[src/rtl/mrxy_pkg.sv]
`timescale 1ns / 1ps
`default_nettype none

package mrxy_pkg;

   // Port numbering, shared by arrival ports, output ports and bit masks
   localparam int NUM_PORTS = 5;
   localparam int PORT_N = 0;
   localparam int PORT_S = 1;
   localparam int PORT_E = 2;
   localparam int PORT_W = 3;
   localparam int PORT_L = 4;

   // Fixed field widths of the request and response channels
   localparam int PORT_IDX_W = 3;
   localparam int COORD_W    = 8;
   localparam int PAYLOAD_W  = 64;
   localparam int STAMP_W    = 32;

   // Default sizing of the internal storage
   localparam int COORD_BITS_DEF   = 8;
   localparam int STAMP_BITS_DEF   = 32;
   localparam int PAYLOAD_BITS_DEF = 64;

   // Request codes
   localparam logic REQ_RECV = 1'b0;
   localparam logic REQ_TICK = 1'b1;

   // Response kinds
   localparam logic [1:0] KIND_RECV = 2'd0;
   localparam logic [1:0] KIND_FWD  = 2'd1;
   localparam logic [1:0] KIND_NONE = 2'd2;
   localparam logic [1:0] KIND_DROP = 2'd3;

   // Register file
   localparam int CSR_INDEX_W = 2;
   localparam int CSR_DATA_W  = 8;
   localparam logic [CSR_INDEX_W-1:0] CSR_OWN_X        = 2'd0;
   localparam logic [CSR_INDEX_W-1:0] CSR_OWN_Y        = 2'd1;
   localparam logic [CSR_INDEX_W-1:0] CSR_PORT_PRESENT = 2'd2;
   localparam logic [NUM_PORTS-1:0]   PORT_PRESENT_RST = 5'b11111;

   typedef struct packed {
      logic                   req_type;
      logic [PORT_IDX_W-1:0]  in_port;
      logic [COORD_W-1:0]     dest_x;
      logic [COORD_W-1:0]     dest_y;
      logic [PAYLOAD_W-1:0]   payload;
      logic [STAMP_W-1:0]     stamp_in;
      logic [NUM_PORTS-1:0]   out_ready;
   } req_item_type;

   typedef struct packed {
      logic [1:0]             kind;
      logic                   accepted;
      logic [PORT_IDX_W-1:0]  out_port;
      logic [COORD_W-1:0]     out_dest_x;
      logic [COORD_W-1:0]     out_dest_y;
      logic [PAYLOAD_W-1:0]   out_payload;
      logic [STAMP_W-1:0]     out_stamp;
      logic                   last;
   } rsp_item_type;

endpackage

`default_nettype wire

[src/rtl/mesh_router_xy_oldest_first_unit.sv]
`timescale 1ns / 1ps
`default_nettype none

// Channel   Direction  Handshake             Payload
// req_      in         req_valid/req_stall   mrxy_pkg::req_item_type
// rsp_      out        rsp_valid/rsp_stall   mrxy_pkg::rsp_item_type
// csr_      in         csr_valid/csr_ready   csr_index, csr_data
//
// A request is routed in the cycle it is accepted; slot and counter state update at that edge.
// A receive gives one response, a tick gives one to five; responses sit in five lanes and
// drain one per cycle, when rsp_stall does not hold them, into the response register; the
// lanes are written when the request is accepted. The next request is taken once the lanes
// are empty or their last response is leaving, so a request holds off the next until its
// responses have drained, response stalls included. Reset is synchronous.
module mesh_router_xy_oldest_first_unit #(
   parameter int COORD_BITS   = mrxy_pkg::COORD_BITS_DEF,
   parameter int STAMP_BITS   = mrxy_pkg::STAMP_BITS_DEF,
   parameter int PAYLOAD_BITS = mrxy_pkg::PAYLOAD_BITS_DEF
) (
   input  wire logic                                clock,
   input  wire logic                                reset,
   input  wire logic                                req_valid,
   output logic                                     req_stall,
   input  wire mrxy_pkg::req_item_type              req_data,
   output logic                                     rsp_valid,
   input  wire logic                                rsp_stall,
   output mrxy_pkg::rsp_item_type                   rsp_data,
   input  wire logic                                csr_valid,
   output logic                                     csr_ready,
   input  wire logic [mrxy_pkg::CSR_INDEX_W-1:0]    csr_index,
   input  wire logic [mrxy_pkg::CSR_DATA_W-1:0]     csr_data
);

   localparam int NP = mrxy_pkg::NUM_PORTS;
   localparam int PW = mrxy_pkg::PORT_IDX_W;
   localparam int CW = mrxy_pkg::COORD_W;
   localparam int DW = mrxy_pkg::PAYLOAD_W;
   localparam int SW = mrxy_pkg::STAMP_W;

   // Configuration
   logic [CW-1:0]             own_x_ff;
   logic [CW-1:0]             own_y_ff;
   logic [NP-1:0]             port_present_ff;

   // Router state
   logic [STAMP_BITS-1:0]     cycle_count_ff;
   logic [STAMP_BITS-1:0]     cycle_count_in;
   logic [NP-1:0]             slot_busy_ff;
   logic [NP-1:0]             slot_busy_in;
   logic [COORD_BITS-1:0]     slot_dx_ff [NP];
   logic [COORD_BITS-1:0]     slot_dy_ff [NP];
   logic [PAYLOAD_BITS-1:0]   slot_payload_ff [NP];
   logic [STAMP_BITS-1:0]     slot_stamp_ff [NP];

   // Response lanes and response register
   mrxy_pkg::rsp_item_type    pend_ff [NP];
   logic [NP-1:0]             pend_valid_ff;
   logic [NP-1:0]             pend_valid_in;
   mrxy_pkg::rsp_item_type    rsp_data_ff;
   logic                      rsp_valid_ff;
   logic                      rsp_valid_in;

   // Combinational
   logic                      req_accept;
   logic                      is_tick;
   logic                      tick_accept;
   logic [NP-1:0]             rec_hit;
   logic                      rec_ok;
   logic [NP-1:0]             store_en;
   logic [COORD_BITS-1:0]     own_xc;
   logic [COORD_BITS-1:0]     own_yc;
   logic [NP-1:0]             dir [NP];
   logic [NP-1:0]             win;
   logic [NP-1:0]             has_win;
   logic [NP-1:0]             emit;
   logic [NP-1:0]             free;
   logic [COORD_BITS-1:0]     w_dx [NP];
   logic [COORD_BITS-1:0]     w_dy [NP];
   logic [PAYLOAD_BITS-1:0]   w_payload [NP];
   logic [STAMP_BITS-1:0]     w_stamp [NP];
   mrxy_pkg::rsp_item_type    new_lane [NP];
   logic [NP-1:0]             new_valid;
   logic [NP-1:0]             sel_oh;
   logic                      pend_any;
   logic                      drain_last;
   logic                      move;
   mrxy_pkg::rsp_item_type    sel_item;

   assign csr_ready   = 1'b1;
   assign rsp_valid   = rsp_valid_ff;
   assign rsp_data    = rsp_data_ff;

   // Lane drain into the response register
   assign pend_any    = (pend_valid_ff != '0);
   assign sel_oh      = pend_valid_ff & (~pend_valid_ff + 1'b1);
   assign drain_last  = ((pend_valid_ff & ~sel_oh) == '0);
   assign move        = pend_any && (!rsp_valid_ff || !rsp_stall);
   assign req_stall   = !(!pend_any || (drain_last && move));

   assign req_accept  = req_valid && !req_stall;
   assign is_tick     = (req_data.req_type == mrxy_pkg::REQ_TICK);
   assign tick_accept = req_accept && is_tick;

   assign own_xc      = COORD_BITS'(own_x_ff);
   assign own_yc      = COORD_BITS'(own_y_ff);

   // Find which slot a receive lands in
   always_comb begin
      for (int i = 0; i < NP; i++) begin
         rec_hit[i]  = (req_data.in_port == PW'(i)) && !slot_busy_ff[i];
         store_en[i] = req_accept && !is_tick && rec_hit[i];
      end
      rec_ok = (rec_hit != '0);
   end

   // Route each slot in XY order
   always_comb begin
      for (int i = 0; i < NP; i++) begin
         dir[i] = '0;
         if (slot_dx_ff[i] < own_xc) begin
            dir[i][mrxy_pkg::PORT_W] = 1'b1;
         end else if (slot_dx_ff[i] > own_xc) begin
            dir[i][mrxy_pkg::PORT_E] = 1'b1;
         end else if (slot_dy_ff[i] < own_yc) begin
            dir[i][mrxy_pkg::PORT_S] = 1'b1;
         end else if (slot_dy_ff[i] > own_yc) begin
            dir[i][mrxy_pkg::PORT_N] = 1'b1;
         end else begin
            dir[i][mrxy_pkg::PORT_L] = 1'b1;
         end
      end
   end

   // Oldest stamp wins its output; the higher slot wins a tie
   always_comb begin
      for (int i = 0; i < NP; i++) begin
         win[i] = slot_busy_ff[i];
         for (int j = 0; j < NP; j++) begin
            if (j != i && slot_busy_ff[j] && dir[j] == dir[i]) begin
               if (j < i) begin
                  if (slot_stamp_ff[i] > slot_stamp_ff[j]) begin
                     win[i] = 1'b0;
                  end
               end else begin
                  if (slot_stamp_ff[i] >= slot_stamp_ff[j]) begin
                     win[i] = 1'b0;
                  end
               end
            end
         end
      end
   end

   // Gather the winner of each output
   always_comb begin
      for (int d = 0; d < NP; d++) begin
         has_win[d]   = 1'b0;
         w_dx[d]      = '0;
         w_dy[d]      = '0;
         w_payload[d] = '0;
         w_stamp[d]   = '0;
         for (int i = 0; i < NP; i++) begin
            if (win[i] && dir[i][d]) begin
               has_win[d]   = 1'b1;
               w_dx[d]      = slot_dx_ff[i];
               w_dy[d]      = slot_dy_ff[i];
               w_payload[d] = slot_payload_ff[i];
               w_stamp[d]   = slot_stamp_ff[i];
            end
         end
         emit[d] = has_win[d] && (!port_present_ff[d] || req_data.out_ready[d]);
      end
      for (int i = 0; i < NP; i++) begin
         free[i] = win[i] && ((dir[i] & emit) != '0);
      end
   end

   // Build the responses of the request
   always_comb begin
      logic seen;
      seen = 1'b0;
      for (int d = NP - 1; d >= 0; d--) begin
         new_lane[d]             = '0;
         new_lane[d].kind        = port_present_ff[d] ? mrxy_pkg::KIND_FWD
                                                      : mrxy_pkg::KIND_DROP;
         new_lane[d].out_port    = PW'(d);
         new_lane[d].out_dest_x  = CW'(w_dx[d]);
         new_lane[d].out_dest_y  = CW'(w_dy[d]);
         new_lane[d].out_payload = DW'(w_payload[d]);
         new_lane[d].out_stamp   = SW'(w_stamp[d]);
         new_lane[d].last        = emit[d] && !seen;
         seen                    = seen || emit[d];
      end
      new_valid = emit;
      if (!is_tick) begin
         for (int d = 0; d < NP; d++) begin
            new_lane[d] = '0;
         end
         new_lane[0].kind     = mrxy_pkg::KIND_RECV;
         new_lane[0].accepted = rec_ok;
         new_lane[0].last     = 1'b1;
         new_valid            = NP'(1);
      end else if (emit == '0) begin
         new_lane[0]      = '0;
         new_lane[0].kind = mrxy_pkg::KIND_NONE;
         new_lane[0].last = 1'b1;
         new_valid        = NP'(1);
      end
   end

   // Pick the lowest pending lane
   always_comb begin
      sel_item = '0;
      for (int d = 0; d < NP; d++) begin
         if (sel_oh[d]) begin
            sel_item = pend_ff[d];
         end
      end
   end

   // Next state of control registers
   always_comb begin
      cycle_count_in = cycle_count_ff;
      slot_busy_in   = slot_busy_ff | store_en;
      if (tick_accept) begin
         cycle_count_in = cycle_count_ff + 1'b1;
         slot_busy_in   = slot_busy_ff & ~free;
      end
      pend_valid_in = move ? (pend_valid_ff & ~sel_oh) : pend_valid_ff;
      if (req_accept) begin
         pend_valid_in = pend_valid_in | new_valid;
      end
      rsp_valid_in = rsp_valid_ff;
      if (move) begin
         rsp_valid_in = 1'b1;
      end else if (!rsp_stall) begin
         rsp_valid_in = 1'b0;
      end
   end

   // Control registers
   always_ff @(posedge clock) begin
      if (reset) begin
         own_x_ff        <= '0;
         own_y_ff        <= '0;
         port_present_ff <= mrxy_pkg::PORT_PRESENT_RST;
         cycle_count_ff  <= '0;
         slot_busy_ff    <= '0;
         pend_valid_ff   <= '0;
         rsp_valid_ff    <= 1'b0;
      end else begin
         cycle_count_ff <= cycle_count_in;
         slot_busy_ff   <= slot_busy_in;
         pend_valid_ff  <= pend_valid_in;
         rsp_valid_ff   <= rsp_valid_in;
         if (csr_valid && csr_ready) begin
            case (csr_index)
               mrxy_pkg::CSR_OWN_X:        own_x_ff        <= csr_data;
               mrxy_pkg::CSR_OWN_Y:        own_y_ff        <= csr_data;
               mrxy_pkg::CSR_PORT_PRESENT: port_present_ff <= csr_data[NP-1:0];
               default: ;
            endcase
         end
      end
   end

   // Slot contents; local requests take the cycle count as stamp
   always_ff @(posedge clock) begin
      for (int i = 0; i < NP; i++) begin
         if (store_en[i]) begin
            slot_dx_ff[i]      <= COORD_BITS'(req_data.dest_x);
            slot_dy_ff[i]      <= COORD_BITS'(req_data.dest_y);
            slot_payload_ff[i] <= PAYLOAD_BITS'(req_data.payload);
            slot_stamp_ff[i]   <= (i == mrxy_pkg::PORT_L) ? cycle_count_ff
                                                          : STAMP_BITS'(req_data.stamp_in);
         end
      end
   end

   // Response lanes and response register
   always_ff @(posedge clock) begin
      if (req_accept) begin
         for (int d = 0; d < NP; d++) begin
            pend_ff[d] <= new_lane[d];
         end
      end
      if (move) begin
         rsp_data_ff <= sel_item;
      end
   end

`ifndef SYNTHESIS
   logic [NP-1:0] pend_last;

   always_comb begin
      for (int d = 0; d < NP; d++) begin
         pend_last[d] = pend_ff[d].last;
      end
   end

   a_accept_fills_lanes: assert property (@(posedge clock) disable iff (reset)
      req_accept |=> pend_valid_ff != '0)
      else $error("accepted request left no response");

   a_one_last_pending: assert property (@(posedge clock) disable iff (reset)
      pend_any |-> $onehot(pend_last & pend_valid_ff))
      else $error("pending responses do not end in exactly one last");

   a_free_only_on_tick: assert property (@(posedge clock) disable iff (reset)
      !tick_accept |=> (($past(slot_busy_ff) & ~slot_busy_ff) == '0))
      else $error("slot freed without a tick");

   a_count_advances: assert property (@(posedge clock) disable iff (reset)
      tick_accept |=> cycle_count_ff == STAMP_BITS'($past(cycle_count_ff) + 1'b1))
      else $error("cycle count did not advance on tick");
`endif

endmodule

`default_nettype wire
[config.mk]
export PLATFORM = sky130hd
export DESIGN_NAME = mesh_router_xy_oldest_first_unit
export DESIGN_NICKNAME = d
export VERILOG_FILES = /design/src/rtl/mrxy_pkg.sv /design/src/rtl/mesh_router_xy_oldest_first_unit.sv
export SDC_FILE = /design/constraint.sdc
export NUM_CORES = 2
export LEC_CHECK = 0
export ABC_AREA = 1
export BUFFER_PORTS_ARGS = -buffer_cell sky130_fd_sc_hd__buf_2
export CORE_MARGIN = 2
export CORE_UTILIZATION = 30
export CTS_CLUSTER_DIAMETER = 50
export DETAILED_ROUTE_END_ITERATION = 10
export GPL_ROUTABILITY_DRIVEN = 0
export PLACE_DENSITY = 0.43
export SETUP_SLACK_MARGIN = 0.05
export SYNTH_ARGS = -nofsm -noshare
export SYNTH_HDL_FRONTEND = slang
export SYNTH_SLANG_ARGS = --single-unit
[constraint.sdc]
create_clock -name clock -period 20.7 [get_ports clock]
set_clock_uncertainty 0.15 [all_clocks]
set_input_delay 1.035 -clock clock [delete_from_list [all_inputs] [get_ports clock]]
set_output_delay 1.035 -clock clock [all_outputs]
set_load 0.05 [all_outputs]
==> impl_results.md <==
* Outcome: complete, but fails checks
* Failing checks: capacitance limit, slew limit
* Post-CTS setup-driven buffer insertion count at 0
* Setup violation total in the final timing report at 0
* Largest family of logic cells by synthesized area: compound AO/OA/AOI/OAI gates
* Worst min path class: primary input to flip-flop
* FF-to-FF Start: slot_stamp_ff[0][125]
* Core area at 250,700 um2
* Async set-reset flop share out of synthesis at 0
* Synthesized flop and latch total at 1,316
* Adder-Cell Fraction of Synth Area at 0.06653
* Met3 WL at 27,970 um
* Vias per inst at 5.662
* Synth Warn # at 0
* Power per standard cell area at 78.71 nW/um2
* Overall power at 6793 uW
* Syn Area/Cell at 9.219 um2
* Top Layer Used: met5
* Period utilisation layout at 0.3498
* Transition time at the pin with the least slew margin at 1.491 ns
* Clock latency on the worst-skew pair at 0.87 ns
* First-pass DRT Iterations at 8
* H-tree depth at 4
* Clk sink count at 1,316
* Hold buffers post-CTS at 0
* Layout area overhead at 14.44%
* Most common cell after layout, fill and taps aside: nand2_1
* DRT iter0 DRCs at 7,552
* Rel. slew slack at -0.003098
* Die H at 505.4 um
* Unrepaired setup endpoints after global routing: false
* Fillcell total at 25.47k
* Routed wire per std cell at 28.80 um
* # DRC at 0
* GRT Total Usage at 0.2575
* Met2 Wirelength at 153,200 um
* Die area at 255,400 um2
* Setup crit end kind: flip-flop
* Post-route ant nets at 0
* Maximum vdd drop at 71.61 uV
* Mux cell area share after synthesis at 0
* Post-CTS Resized at 0
* Reg2Reg Depth at 16
* Cells after Synth at 8,180
* Root buffer cell: clkbuf_16
* WP data required at 21.12 ns
* Simple-Gate Fraction of Synth Area at 0.1517
* Worst-path clk slew at 0.06 ns
* Layout cells sized above 1 at 0.1033
* DP Cell Count at 11.37k
* Synthesized area at 75,410 um2
* Commonest cells after routing, fill and taps aside: 1,680 x nand2_1, 1,252 x edfxtp_1, 979 x a21oi_1, 757 x o21ai_0, 677 x inv_1
* First-pass GRT wire length at 477,900 um
* Final Critical Period at 7.241 ns
* CTS tree: built
* Post-synthesis compound-gate area fraction at 0.1995
* CTS buffer count at 190
* Number of antenna violations at the first check in global routing at 65
* CP Class: flip-flop to flip-flop
* WHS Path Cells at 1
* Max Freq at 138.1 MHz
* Port bufs at 256
* Fin nets at 8,754
* EDFF count, synth at 1,252
* Total grt overflow at 0
* Vias at 66.58k
* Detailed Route WL at 338,700 um
* Post-synthesis xor/xnor area fraction at 0.001626
* Worst Hold Launch: req_data[12]
* Setup TNS Final at 0 ns
* Largest net degree at the start of global routing at 166
* Vias in the first global route at 64.08k
* Sequential-to-total area share from yosys stat at 0.5155
* Ports at 258
* Finished Layout Cells at 11.76k
* Synthesized net count at 8,717
* Max Cap Viol at 1
* Worst Setup Start Kind: flip-flop
* Buf/Inv on CP at 2
* CP top delay family: simple AND/OR/NAND/NOR gates
* Reg2Reg Capture Point: pend_ff[0][423]
* Crit path max fanout at 49
* Num rows at 184
* Initial core utilization at 0.3008
* Cell variety after synth at 55
* Final Util at 0.3442
* WP data arrival at 7.66 ns
* Synth Flop Type: edfxtp_1
* Worst hold endpoint: slot_stamp_ff[0][71]
* Detail Placement HPWL at 197,000 um
* Hold Vio Cnt, Final at 0
* Crit path largest cell delay at 1.18 ns
* Clock tree buffer depth at 3
* Wl on met1 at 140,200 um
* CP cell instances: ha_1, nand2_1, nor2_1, nand3_1, nor4_1, nand4_1, nand2_1, nand2_1, nor2_1, nor2_2, nand3_4, buf_4, buf_4, nor2_1, a2111oi_0, a21oi_1
* Pleak at 0.03146 uW
* CP startpoint: slot_stamp_ff[0][125]
* Slowest stage cell, crit path: nor4_1
* Pins over their slew limit at 1
* Die width at 505.4 um
* Reg-to-reg setup timing slack at 13.46 ns
per-layer routing:
metal  up-vias  track usage
met5         -            0
met4        36       0.1244
met3       877      0.04663
met2      3464       0.4083
met1     32510       0.3382
li1      29690            -
power breakdown:
part	internal (uW)	leakage, uW	total (uW)	switching [uW]
sequential	3010	0.0126	3050	42.0
combinational	81.4	0.0157	402	320
clock	2000	0.00312	3340	1340
total	5090	0.0315	6790	1700
kinds of logic (layout without fill, tap and decap cells):
logic type	count (synthesis)	count (layout)
and+or+nand+nor	2696	2696
AOI/OAI and AO/OA	2515	2515
adders and majority gates	401	401
buffers and inverters	1237	1441
other	1	28
xor gates and xnor gates	14	14
DFF	1316	1316
registers in the layout (all words and copies together) (netlist names):
register         count
cycle_count_ff      32
own_x_ff             8
own_y_ff             8
pend_ff            573
pend_valid_ff        5
port_present_ff      5
rsp_data           119
rsp_valid            1
slot_busy_ff         5
slot_dx_ff          40
slot_dy_ff          40
slot_payload_ff    320
slot_stamp_ff      160
per-stage QoR:
step | area [um2] | setup slack (ns) | hold slack [ns]
after global routing | 86260 | 13.55 | 0.2244
final | 86300 | 13.46 | 0.2385
after detailed placement | 79810 | 13.79 | 0.2802
after floorplan | 75410 | 0.6778 | 0.2582
after CTS | 86230 | 13.78 | 0.1780
after global placement | 79810 | 13.76 | 0.2674
final cells by class:
cell class | instances | area [um2] | share of cell area
sequential | 1316 | 38880 | 0.4505
clock inverter | 127 | 1349 | 0.01563
tap | 3348 | 4189 | 0.04854
clock buffer | 232 | 5071 | 0.05876
antenna | 27 | 67.56 | 0.0007829
inverter | 725 | 2801 | 0.03246
timing repair buffer | 357 | 2096 | 0.02428
multi-input combinational | 5627 | 31850 | 0.3690
synth_stat cells (4+ instances only):
cell	count	area, um2
a22oi_1	48	360.4
nor2_1	417	1565
o221ai_1	347	3039
nand3_2	11	110.1
o21a_1	19	142.6
buf_12	7	140.1
a221oi_1	112	980.9
dfxtp_1	64	1281
o2111ai_1	5	43.79
clkbuf_1	369	1385
nor3_1	45	225.2
clkinv_1	4	15.01
ha_1	401	5017
nand3_1	337	1687
o211ai_1	134	1006
nand2_2	20	125.1
xnor2_1	8	70.07
a211oi_1	39	292.8
nand4_1	40	250.2
a21o_1	8	60.06
o21ai_1	13	65.06
o21bai_1	10	75.07
a21oi_1	979	4900
inv_2	33	123.9
a31oi_1	15	93.84
buf_2	76	380.4
o22ai_1	25	156.4
nor4_1	13	81.33
buf_1	50	187.7
o21ai_0	757	3789
nand3b_1	5	37.54
buf_4	8	60.06
nand2_1	1682	6314
edfxtp_1	1252	37600
and3_1	4	25.02
inv_1	688	2582
nor2_2	72	450.4
xor2_1	6	52.55
nor2_4	35	394.1
how the worst max path moves through the flow:
stage                        to  slack, ns  depth (start not counted)
4_1_cts          pend_ff[0][90]      13.78                         23
3_5_place_dp     pend_ff[0][90]      13.79                         23
2_1_floorplan  slot_dx_ff[0][0]       0.68                          7
6_report        pend_ff[0][423]      13.46                         16
3_3_place_gp    pend_ff[0][101]      13.76                         19
5_1_grt         pend_ff[0][100]      13.55                         18
(Power assumes the default switching activity.)
